==> src/rtl/core/gqce_pkg.sv <==
// Package for the glyph quad clip/emit block: register indexes, word types,
// and the bundle passed from the front part to the back part.
// Used by every module in rtl/core but gqce_divider.
package gqce_pkg;

	localparam int RegIdxW = 3;
	localparam int CfgDataW = 32;

	typedef enum logic [RegIdxW-1:0] {
		REG_FLAGS      = 3'd0,
		REG_CLIP_X_MIN = 3'd1,
		REG_CLIP_Y_MIN = 3'd2,
		REG_CLIP_X_MAX = 3'd3,
		REG_CLIP_Y_MAX = 3'd4,
		REG_BASELINE   = 3'd5,
		REG_U_BIAS     = 3'd6,
		REG_COLOR      = 3'd7
	} reg_idx_t;

	localparam logic [20:0] CodeAdvance = 21'd1;

	// Input data word: char_code, arg_x, arg_y, glyph_width, glyph_height,
	// tex_u_start, tex_v_start, tex_u_size, tex_v_size, advance, kerning_offset.
	// The func field travels beside it as tuser.
	localparam int InDataW = 21 + 24 + 24 + 10 + 10 + 16 * 4 + 16 + 16;
	localparam int InBytesW = ((InDataW + 7) / 8) * 8;
	// Output word: vertex_x, vertex_y, tex_u, tex_v, color.
	localparam int OutW = 16 + 16 + 18 + 17 + 32;
	localparam int OutBytesW = ((OutW + 7) / 8) * 8;

	// Geometry is carried at 27 bits signed; all sums fit.
	typedef logic signed [26:0] coord_t;

	// Classified glyph from the front part.
	typedef struct packed {
		coord_t      xa;
		coord_t      xb;
		coord_t      yc;
		coord_t      yd;
		logic [9:0]  gw;
		logic [9:0]  gh;
		logic [15:0] ua;
		logic [15:0] us;
		logic [15:0] vc;
		logic [15:0] vs;
	} glyph_t;

	// Configuration seen by both parts.
	typedef struct packed {
		logic [2:0]         flags;
		logic signed [23:0] clip_x_min;
		logic signed [23:0] clip_y_min;
		logic signed [23:0] clip_x_max;
		logic signed [23:0] clip_y_max;
		logic signed [15:0] baseline;
		logic [1:0]         u_bias;
		logic [31:0]        color;
	} cfg_t;

endpackage

==> src/rtl/core/glyph_quad_clip_emit.sv <==
// Top level of the glyph quad clip/emit block: configuration registers,
// front part, queue and back part. Depends on gqce_pkg and all rtl/core modules.
//
// channel   direction  contents
// s_axis    in         one glyph or pen word per accepted word, tuser is func
// m_axis    out        one vertex per word, tlast on the sixth
// cfg       in         register write, index and data, no wait
//
// A pen word or a word rejected by the front part never reaches the back part.
// In the back part a drawn glyph is loaded, its edges are checked in turn and,
// unless the clipped rectangle is empty, six vertices are emitted; each cut edge
// with a non-zero glyph extent adds a multiply and a one-bit-per-cycle divide.
// Reset clears the pen, the queue and registers to their reset values.
// A two-entry queue lets the front part keep accepting while the back stalls.
module glyph_quad_clip_emit (
	input  logic                        clk,
	input  logic                        arst_n,
	input  logic                        cfg_we,
	input  logic [gqce_pkg::RegIdxW-1:0] cfg_idx,
	input  logic [gqce_pkg::CfgDataW-1:0] cfg_wdata,
	input  logic                        s_axis_tvalid,
	output logic                        s_axis_tready,
	// char_code, arg_x, arg_y, glyph_width, glyph_height, tex_u_start,
	// tex_v_start, tex_u_size, tex_v_size, advance, kerning_offset (low first)
	input  logic [gqce_pkg::InBytesW-1:0] s_axis_tdata,
	// func
	input  logic                        s_axis_tuser,
	output logic                        m_axis_tvalid,
	input  logic                        m_axis_tready,
	// vertex_x, vertex_y, tex_u, tex_v, color (low first)
	output logic [gqce_pkg::OutBytesW-1:0] m_axis_tdata,
	output logic                        m_axis_tlast
);
	import gqce_pkg::*;

	cfg_t   cfg_q;
	logic   fq_valid, fq_ready, qb_valid, qb_ready;
	glyph_t fq_glyph, qb_glyph;
	logic [OutW-1:0] odata;

	// Configuration registers.
	always_ff @(posedge clk or negedge arst_n) begin
		if (!arst_n) begin
			cfg_q <= '{flags: 3'd2, clip_x_min: '0, clip_y_min: '0, clip_x_max: '0,
				clip_y_max: '0, baseline: '0, u_bias: '0, color: 32'hFFFF_FFFF};
		end else if (cfg_we) begin
			unique case (reg_idx_t'(cfg_idx))
				REG_FLAGS:      cfg_q.flags <= cfg_wdata[2:0];
				REG_CLIP_X_MIN: cfg_q.clip_x_min <= cfg_wdata[23:0];
				REG_CLIP_Y_MIN: cfg_q.clip_y_min <= cfg_wdata[23:0];
				REG_CLIP_X_MAX: cfg_q.clip_x_max <= cfg_wdata[23:0];
				REG_CLIP_Y_MAX: cfg_q.clip_y_max <= cfg_wdata[23:0];
				REG_BASELINE:   cfg_q.baseline <= cfg_wdata[15:0];
				REG_U_BIAS:     cfg_q.u_bias <= cfg_wdata[1:0];
				REG_COLOR:      cfg_q.color <= cfg_wdata;
				default: ;
			endcase
		end
	end

	gqce_front u_front (
		.clk(clk), .arst_n(arst_n), .cfg(cfg_q),
		.in_valid(s_axis_tvalid), .in_ready(s_axis_tready),
		.in_func(s_axis_tuser), .in_data(s_axis_tdata[InDataW-1:0]),
		.q_valid(fq_valid), .q_ready(fq_ready), .q_glyph(fq_glyph)
	);

	gqce_queue u_queue (
		.clk(clk), .arst_n(arst_n),
		.wr_valid(fq_valid), .wr_ready(fq_ready), .wr_data(fq_glyph),
		.rd_valid(qb_valid), .rd_ready(qb_ready), .rd_data(qb_glyph)
	);

	gqce_back u_back (
		.clk(clk), .arst_n(arst_n), .cfg(cfg_q),
		.q_valid(qb_valid), .q_ready(qb_ready), .q_glyph(qb_glyph),
		.out_valid(m_axis_tvalid), .out_ready(m_axis_tready),
		.out_data(odata), .out_last(m_axis_tlast)
	);

	assign m_axis_tdata = {{(OutBytesW - OutW){1'b0}}, odata};
endmodule

==> src/rtl/core/gqce_front.sv <==
// Front part: accepts input words, keeps the pen, builds the rectangle and
// drops advance words and rejected or disabled glyphs. Depends on gqce_pkg.
module gqce_front (
	input  logic                    clk,
	input  logic                    arst_n,
	input  gqce_pkg::cfg_t          cfg,
	input  logic                    in_valid,
	output logic                    in_ready,
	input  logic                    in_func,
	input  logic [gqce_pkg::InDataW-1:0] in_data,
	output logic                    q_valid,
	input  logic                    q_ready,
	output gqce_pkg::glyph_t        q_glyph
);
	import gqce_pkg::*;

	logic               func;
	logic [20:0]        code;
	logic signed [23:0] ax, ay;
	logic [9:0]         gw, gh;
	logic [15:0]        us0, vs0, usz, vsz, adv;
	logic signed [15:0] kin;
	logic signed [23:0] pen_x_q, pen_y_q;
	coord_t             kern, xa, xb, yc, yd;
	logic               clip, drop, live, fire;
	glyph_t             g;

	assign func = in_func;
	assign {kin, adv, vsz, usz, vs0, us0, gh, gw, ay, ax, code} = in_data;

	// Rectangle corners and reject test.
	always_comb begin
		kern = cfg.flags[1] ? coord_t'(kin) : '0;
		xa = coord_t'(pen_x_q) + coord_t'(ax) + kern;
		xb = xa + coord_t'({gw, 8'd0});
		yc = coord_t'(pen_y_q) + coord_t'(ay) + coord_t'(cfg.baseline);
		yd = yc - coord_t'({gh, 8'd0});
		clip = cfg.flags[0];
		drop = clip && (xb < coord_t'(cfg.clip_x_min) || xa > coord_t'(cfg.clip_x_max)
			|| yc < coord_t'(cfg.clip_y_min) || yd > coord_t'(cfg.clip_y_max));
		live = !func && code != CodeAdvance && !drop && cfg.flags[2];
		g = '{xa: xa, xb: xb, yc: yc, yd: yd, gw: gw, gh: gh,
			ua: us0, us: usz, vc: vs0, vs: vsz};
	end

	// A word that is not queued never waits on the queue.
	assign in_ready = !live || q_ready;
	assign fire = in_valid && in_ready;
	assign q_valid = in_valid && live;
	assign q_glyph = g;

	// Pen update.
	always_ff @(posedge clk or negedge arst_n) begin
		if (!arst_n) begin
			pen_x_q <= '0;
			pen_y_q <= '0;
		end else if (fire) begin
			if (func) begin
				pen_x_q <= ax;
				pen_y_q <= ay;
			end else begin
				pen_x_q <= pen_x_q + 24'(adv) + kern[23:0];
			end
		end
	end
endmodule

==> src/rtl/core/gqce_queue.sv <==
// Two-entry queue between the front and back parts.
// Depends on gqce_pkg for the glyph bundle.
module gqce_queue (
	input  logic             clk,
	input  logic             arst_n,
	input  logic             wr_valid,
	output logic             wr_ready,
	input  gqce_pkg::glyph_t wr_data,
	output logic             rd_valid,
	input  logic             rd_ready,
	output gqce_pkg::glyph_t rd_data
);
	import gqce_pkg::*;

	glyph_t     mem_q [2];
	logic       wp_q, rp_q;
	logic [1:0] cnt_q;
	logic       wr, rd;

	assign wr_ready = cnt_q != 2'd2;
	assign rd_valid = cnt_q != 2'd0;
	assign rd_data = mem_q[rp_q];
	assign wr = wr_valid && wr_ready;
	assign rd = rd_valid && rd_ready;

	// Storage.
	always_ff @(posedge clk) begin
		if (wr) mem_q[wp_q] <= wr_data;
	end

	// Pointers and count.
	always_ff @(posedge clk or negedge arst_n) begin
		if (!arst_n) begin
			wp_q <= 1'b0;
			rp_q <= 1'b0;
			cnt_q <= '0;
		end else begin
			if (wr) wp_q <= !wp_q;
			if (rd) rp_q <= !rp_q;
			cnt_q <= cnt_q + 2'(wr) - 2'(rd);
		end
	end

	a_cnt_bound: assert property (@(posedge clk) disable iff (!arst_n) cnt_q != 2'd3)
		else $error("queue count overflow");
	a_no_pop_empty: assert property (@(posedge clk) disable iff (!arst_n)
		cnt_q == 2'd0 |-> !rd) else $error("pop from empty queue");
	a_cnt_track: assert property (@(posedge clk) disable iff (!arst_n)
		wr && !rd |=> cnt_q == $past(cnt_q) + 2'd1) else $error("count mismatch");
endmodule

==> src/rtl/core/gqce_divider.sv <==
// Restoring divider: 26-bit dividend over 18-bit divisor, one bit a cycle.
// Self-contained; no package use beyond none.
module gqce_divider (
	input  logic        clk,
	input  logic        arst_n,
	input  logic        start,
	input  logic [25:0] dividend,
	input  logic [17:0] divisor,
	output logic        busy,
	output logic [25:0] quotient
);
	logic [25:0] quo_q;
	logic [18:0] rem_q;
	logic [17:0] dvs_q;
	logic [4:0]  cnt_q;
	logic [18:0] shifted, diff;

	assign shifted = {rem_q[17:0], quo_q[25]};
	assign diff = shifted - {1'b0, dvs_q};
	assign busy = cnt_q != 5'd0;
	assign quotient = quo_q;

	// One quotient bit per cycle.
	always_ff @(posedge clk or negedge arst_n) begin
		if (!arst_n) begin
			cnt_q <= '0;
		end else if (start) begin
			cnt_q <= 5'd26;
		end else if (busy) begin
			cnt_q <= cnt_q - 5'd1;
		end
	end

	always_ff @(posedge clk) begin
		if (start) begin
			quo_q <= dividend;
			rem_q <= '0;
			dvs_q <= divisor;
		end else if (busy) begin
			if (!diff[18]) begin
				rem_q <= diff;
				quo_q <= {quo_q[24:0], 1'b1};
			end else begin
				rem_q <= shifted;
				quo_q <= {quo_q[24:0], 1'b0};
			end
		end
	end
endmodule

==> src/rtl/core/gqce_back.sv <==
// Back part: clips a queued glyph edge by edge with a shared multiplier and
// divider, then, unless the result is empty, emits six vertices through an output register.
// Depends on gqce_pkg and gqce_divider.
module gqce_back (
	input  logic                        clk,
	input  logic                        arst_n,
	input  gqce_pkg::cfg_t              cfg,
	input  logic                        q_valid,
	output logic                        q_ready,
	input  gqce_pkg::glyph_t            q_glyph,
	output logic                        out_valid,
	input  logic                        out_ready,
	output logic [gqce_pkg::OutW-1:0]   out_data,
	output logic                        out_last
);
	import gqce_pkg::*;

	typedef enum logic [2:0] {S_IDLE, S_EDGE, S_MUL, S_DIV, S_EMIT} state_t;

	state_t      st_q;
	glyph_t      g_q;
	logic [1:0]  edge_q;
	logic [2:0]  k_q;
	logic signed [17:0] ua_q, ub_q, vc_q, vd_q;
	logic [25:0] prod_q;
	logic [17:0] ext_q;
	logic        div_start, div_busy;
	logic [25:0] quo;
	logic [OutW-1:0] data_q;
	logic        valid_q, last_q;

	// Per-edge cut amount, extent and size selection.
	logic        need;
	coord_t      cut;
	logic [9:0]  ext;
	logic [15:0] sz;
	logic [33:0] prod;
	logic signed [17:0] sh;

	always_comb begin
		need = 1'b0;
		cut = '0;
		ext = g_q.gw;
		sz = g_q.us;
		case (edge_q)
			2'd0: begin
				need = g_q.xa < coord_t'(cfg.clip_x_min);
				cut = coord_t'(cfg.clip_x_min) - g_q.xa;
			end
			2'd1: begin
				need = g_q.xb > coord_t'(cfg.clip_x_max);
				cut = g_q.xb - coord_t'(cfg.clip_x_max);
			end
			2'd2: begin
				need = g_q.yc > coord_t'(cfg.clip_y_max);
				cut = g_q.yc - coord_t'(cfg.clip_y_max);
				ext = g_q.gh;
				sz = g_q.vs;
			end
			default: begin
				need = g_q.yd < coord_t'(cfg.clip_y_min);
				cut = coord_t'(cfg.clip_y_min) - g_q.yd;
				ext = g_q.gh;
				sz = g_q.vs;
			end
		endcase
		need = need && cfg.flags[0];
		// Cut never exceeds the extent here, so 18 bits hold it.
		prod = sz * cut[17:0];
		// The quotient never exceeds the size, so 16 bits hold it.
		sh = 18'(quo[15:0]);
	end

	assign div_start = st_q == S_MUL;
	gqce_divider u_div (
		.clk(clk), .arst_n(arst_n), .start(div_start), .dividend(prod_q),
		.divisor(ext_q), .busy(div_busy), .quotient(quo)
	);

	// Vertex fields for the current corner.
	logic        right, low;
	logic signed [19:0] u;
	logic signed [17:0] v;
	logic signed [17:0] px, py;
	logic [17:0] uo;
	logic [16:0] vo;
	logic [15:0] vx, vy;
	logic        emit_ok;

	function automatic logic [15:0] to_pix(input coord_t c);
		coord_t q;
		begin
			q = (c < 0) ? -((-c) >>> 8) : (c >>> 8);
			if (q > 27'sd32767) to_pix = 16'h7FFF;
			else if (q < -27'sd32768) to_pix = 16'h8000;
			else to_pix = q[15:0];
		end
	endfunction

	always_comb begin
		right = k_q == 3'd1 || k_q == 3'd2 || k_q == 3'd4;
		low = k_q == 3'd2 || k_q == 3'd4 || k_q == 3'd5;
		u = 20'(right ? ub_q : ua_q) + 20'({cfg.u_bias, 16'd0});
		v = low ? vd_q : vc_q;
		uo = (u < 0) ? '0 : (u > 20'sd262143) ? 18'h3FFFF : u[17:0];
		vo = (v < 0) ? '0 : v[16:0];
		vx = to_pix(right ? g_q.xb : g_q.xa);
		vy = to_pix(low ? g_q.yd : g_q.yc);
	end

	// A vertex is loaded into the output register this cycle.
	assign emit_ok = st_q == S_EMIT && g_q.xb > g_q.xa && g_q.yd < g_q.yc
		&& (!valid_q || out_ready);

	assign q_ready = st_q == S_IDLE;
	assign out_valid = valid_q;
	assign out_data = data_q;
	assign out_last = last_q;

	// Sequencer: clip the edges in turn, check emptiness, emit six vertices.
	always_ff @(posedge clk or negedge arst_n) begin
		if (!arst_n) begin
			st_q <= S_IDLE;
			valid_q <= 1'b0;
			edge_q <= '0;
			k_q <= '0;
		end else begin
			if (valid_q && out_ready && !emit_ok) valid_q <= 1'b0;
			unique case (st_q)
				S_IDLE: begin
					if (q_valid) begin
						g_q <= q_glyph;
						ua_q <= 18'(q_glyph.ua);
						ub_q <= 18'(q_glyph.ua) + 18'(q_glyph.us);
						vc_q <= 18'(q_glyph.vc);
						vd_q <= 18'(q_glyph.vc) + 18'(q_glyph.vs);
						edge_q <= '0;
						st_q <= S_EDGE;
					end
				end
				S_EDGE: begin
					if (need) begin
						unique case (edge_q)
							2'd0: g_q.xa <= coord_t'(cfg.clip_x_min);
							2'd1: g_q.xb <= coord_t'(cfg.clip_x_max);
							2'd2: g_q.yc <= coord_t'(cfg.clip_y_max);
							default: g_q.yd <= coord_t'(cfg.clip_y_min);
						endcase
					end
					if (need && ext != 10'd0) begin
						// Dropping the low 8 bits first leaves the floor unchanged.
						prod_q <= prod[33:8];
						ext_q <= 18'(ext);
						st_q <= S_MUL;
					end else if (edge_q == 2'd3) begin
						k_q <= '0;
						st_q <= S_EMIT;
					end else begin
						edge_q <= edge_q + 2'd1;
					end
				end
				S_MUL: st_q <= S_DIV;
				S_DIV: begin
					if (!div_busy) begin
						unique case (edge_q)
							2'd0: ua_q <= ua_q + sh;
							2'd1: ub_q <= ub_q - sh;
							2'd2: vc_q <= vc_q + sh;
							default: vd_q <= vd_q - sh;
						endcase
						if (edge_q == 2'd3) begin
							k_q <= '0;
							st_q <= S_EMIT;
						end else begin
							edge_q <= edge_q + 2'd1;
							st_q <= S_EDGE;
						end
					end
				end
				S_EMIT: begin
					if (!(g_q.xb > g_q.xa && g_q.yd < g_q.yc)) begin
						st_q <= S_IDLE;
					end else if (emit_ok) begin
						valid_q <= 1'b1;
						data_q <= {cfg.color, vo, uo, vy, vx};
						last_q <= k_q == 3'd5;
						if (k_q == 3'd5) st_q <= S_IDLE;
						else k_q <= k_q + 3'd1;
					end
				end
				default: st_q <= S_IDLE;
			endcase
		end
	end

	a_hold: assert property (@(posedge clk) disable iff (!arst_n)
		out_valid && !out_ready |=> out_valid && $stable(out_data))
		else $error("output word changed while stalled");
	a_take_idle: assert property (@(posedge clk) disable iff (!arst_n)
		q_ready |-> st_q == S_IDLE) else $error("queue read outside idle");
	a_mid_emit: assert property (@(posedge clk) disable iff (!arst_n)
		valid_q && !last_q |-> st_q == S_EMIT) else $error("glyph left before last vertex");
endmodule

==> config.mk <==
export PLATFORM = sky130hd
export DESIGN_NAME = glyph_quad_clip_emit
export DESIGN_NICKNAME = d
export VERILOG_FILES = /design/src/rtl/core/gqce_pkg.sv /design/src/rtl/core/glyph_quad_clip_emit.sv /design/src/rtl/core/gqce_front.sv /design/src/rtl/core/gqce_queue.sv /design/src/rtl/core/gqce_divider.sv /design/src/rtl/core/gqce_back.sv
export SDC_FILE = /design/constraint.sdc
export NUM_CORES = 2
export LEC_CHECK = 0
export BUFFER_PORTS_ARGS = -buffer_cell sky130_fd_sc_hd__buf_2
export CORE_MARGIN = 5
export CORE_UTILIZATION = 65
export CTS_CLUSTER_DIAMETER = 150
export DETAILED_ROUTE_END_ITERATION = 16
export PLACE_DENSITY = 0.85
export SYNTH_ARGS = -nofsm -noshare
export SYNTH_HDL_FRONTEND = slang
export SYNTH_SLANG_ARGS = --single-unit
==> constraint.sdc <==
create_clock -name clk -period 35.4 [get_ports clk]
set_clock_uncertainty 0.15 [all_clocks]
set_input_delay 3.54 -clock clk [delete_from_list [all_inputs] [get_ports clk]]
set_output_delay 3.54 -clock clk [all_outputs]
set_load 0.005 [all_outputs]
==> results.toml <==
[critical_path]
end_kind = "output port"
r2r_cells = 30
crit_slowest_cell = "o31ai_1"
cp_top_family = "compound AO/OA/AOI/OAI gates"
cp_max_fo = 5
slowest_delay_ps = 890
worstPathRequired_ps = 31710
crit-reg2reg-capture = "u_queue.mem_q[0][54]"
crit_arrival_ps = 11950
rrSetupSlack_ps = 24460
criticalPathCategory = "in -> out"
cp-start-kind = "primary input"
cp_num_buf_inv = 2
timing.rr.start = "u_front.pen_x_q[0]"

[layout]
fin_nets = 7815
multi_input_area_sq_mm = 0.0368
area_growth_pct = 9.69
num-fill-cells = 6991
seq_area_sq_mm = 0.0284
layout-drive-gt1-share_pct = 13.0

[timing]
hold_viol_final = 0
drv_slew = 0
fmax_mhz = 64.0
slew_headroom_pct = 18.4
fin_setup_tns_ps = 0
rsz0062_at_grt = "no"
min_period_ps = 15640
setup_viol = 0
worst_slew_pin_slew_ps = 1220
fin_crit_sh_pct = 44.2

[synthesis]
synth_commonest_cells = "edfxtp_1, ha_1, nand2_1"
yosys_warnings = 0
synthArstFlopShare_pct = 21.8
syn_inst = 6349
synthTopCellsByArea = "edfxtp_1, ha_1, fa_1"
yosys.area.top_type = "edfxtp_1"
syn_area_per_cell_sq_um = 10.7
ys.flop_type = "edfxtp_1"
synth_edf_count = 753
ys_types = 95
synthesis.area_sq_mm = 0.0680
ys_seq_elements = 986
synth_most_common_cell = "edfxtp_1"
yosysTopAreaCellShare_pct = 33.2
ys_seq_area_share_pct = 41.7

[route]
first_pass_iters = 8
routed_wl_mm = 192
drt_iter0_drc = 5928
viasPerCell = 6.42
detail-route-antenna-nets = 0
wl_per_cell_um = 23.6
vias = 52300
drc_errors = 0

[global_route]
grt_pass1_wl_mm = 295
grt_max_degree = 157
overflow = 0
met3_usage_pct = 7.26
grt_pass1_vias = 53000
antenna_found_initial = 20
grt_busiest_layer = "met2"
grt_use_met2_pct = 54.0
use_met1_pct = 43.0
grt_use_total_pct = 33.9

[placement]
port_buffers = 327
dp.final_hpwl_mm = 145
place.gp.congestion = 0.969

[die]
core_area_sq_mm = 0.104
die_h_um = 333
rows = 118
io_pins = 340
die_width_um = 333
die-area_sq_mm = 0.111
start_util_pct = 65.5

[clock_network]
path_clk_slew_ps = 60
cts_tree = "built"
postCtsSetupBuffers = 0
postCtsHoldBufs = 0
cts_max_path_buffers = 3
insertion_delay_ps = 720
clockRootBuffer = "clkbuf_16"
numCtsBuffers = 100
htree_num_levels = 3
cts_resized = 0
cts_sinks = 986

[min_path]
hold_path.class = "reg -> reg"
whs_path_depth = 0
worstHoldStart = "u_back.ext_q[6]"
min_delay_worst_endpoint = "u_back.u_div.dvs_q[6]"

[outcome]
outcome = "complete, no violations"

[run]
cap_violations = 0
metal layers:
metal | up-vias | wire, um
met3 | 559 | 20900
met2 | 3024 | 87600
met5 | - | 23
met4 | 4 | 13200
li1 | 23300 | -
met1 | 25400 | 70500
worst max path at each step:
stage	depth (start not counted)	slack [ps]	startpoint	endpoint
floorplan	35	17230	s_axis_tdata[21]	u_queue.mem_q[0][0]
global placement	29	20240	s_axis_tdata[21]	s_axis_tready
detailed placement	29	20050	s_axis_tdata[21]	s_axis_tready
CTS	29	20020	s_axis_tdata[21]	s_axis_tready
global route	29	19490	s_axis_tdata[21]	s_axis_tready
finish	29	19760	s_axis_tdata[21]	s_axis_tready
cells by family after synthesis:
logic type,after synthesis,synth area share (%)
flops,986,41.7
other cells,1,0.00551
simple gates,1644,11.5
mux,355,5.64
buf+inv,782,4.39
compound gates,1347,12.6
fa+ha+maj,928,20.2
xor+xnor,306,3.94
registers in the layout, summed over array words and instances (netlist names), 2 cells and up:
signal and count:
u_front.pen_x_q 24, cfg_q 149, u_back.g_q 159, u_back.st_q 3, u_back.vc_q 18, u_back.u_div.quotient 26, u_front.pen_y_q 24, u_back.vd_q 18
u_back.u_div.rem_q 18, u_back.ua_q 18, u_queue.mem_q 350, u_back.k_q 3, u_back.u_div.dvs_q 10, u_back.u_div.cnt_q 5, u_back.prod_q 26, u_back.ub_q 18
u_queue.cnt_q 2, u_back.edge_q 2, u_back.ext_q 10, u_back.out_data 99
worst reg2reg max path, delay by kind of cell, from the launching register on:
| family | cells | cell delay [ps] |
|---|---|---|
| flops | 1 | 390 |
| compound gates | 16 | 5310 |
| simple gates | 8 | 1730 |
| fa+ha+maj | 4 | 1330 |
| buf+inv | 2 | 1570 |
layout make-up:
| class | count | area share, % |
|---|---|---|
| antenna | 17 | 0.0570 |
| sequential | 986 | 38.1 |
| timing repair buffer | 396 | 2.92 |
| multi-input combinational | 4585 | 49.3 |
| clock buffer | 136 | 3.64 |
| tap | 1380 | 2.31 |
| inverter | 585 | 2.94 |
| clock inverter | 54 | 0.745 |
stage by stage:
step	hold slack (ps)	utilization (%)	setup slack (ps)	area (sq um)	cells
after floorplan	250	-	17230	68000	6353
after CTS	272	71.8	20020	74600	8122
after global routing	277	71.9	19490	74600	8130
final	271	71.9	19760	74600	8139
after detailed placement	257	68.7	20050	71300	7932
after global placement	252	68.7	20240	71300	7932
cells in the final DEF (no fill, tap or decap), types with 45 or more instances in the layout:
cell,instances
edfxtp_1,753
ha_1,649
nand2_1,608
inv_1,583
nor2_1,349
o21ai_0,339
buf_2,326
a21oi_1,319
fa_1,279
mux2_2,215
xnor2_1,196
dfrtp_1,181
a21o_1,157
mux2i_1,139
xor2_1,110
nor3_1,108
nor2b_1,107
o22ai_1,100
clkbuf_16,100
nand3_1,84
buf_4,68
nand2b_1,67
and2_1,62
nand4_1,55
o21a_1,48
a31oi_1,45
Power is left out: the tool's default activity adds up to more than one toggle a clock period on the data nets, which glitch-free logic cannot reach.
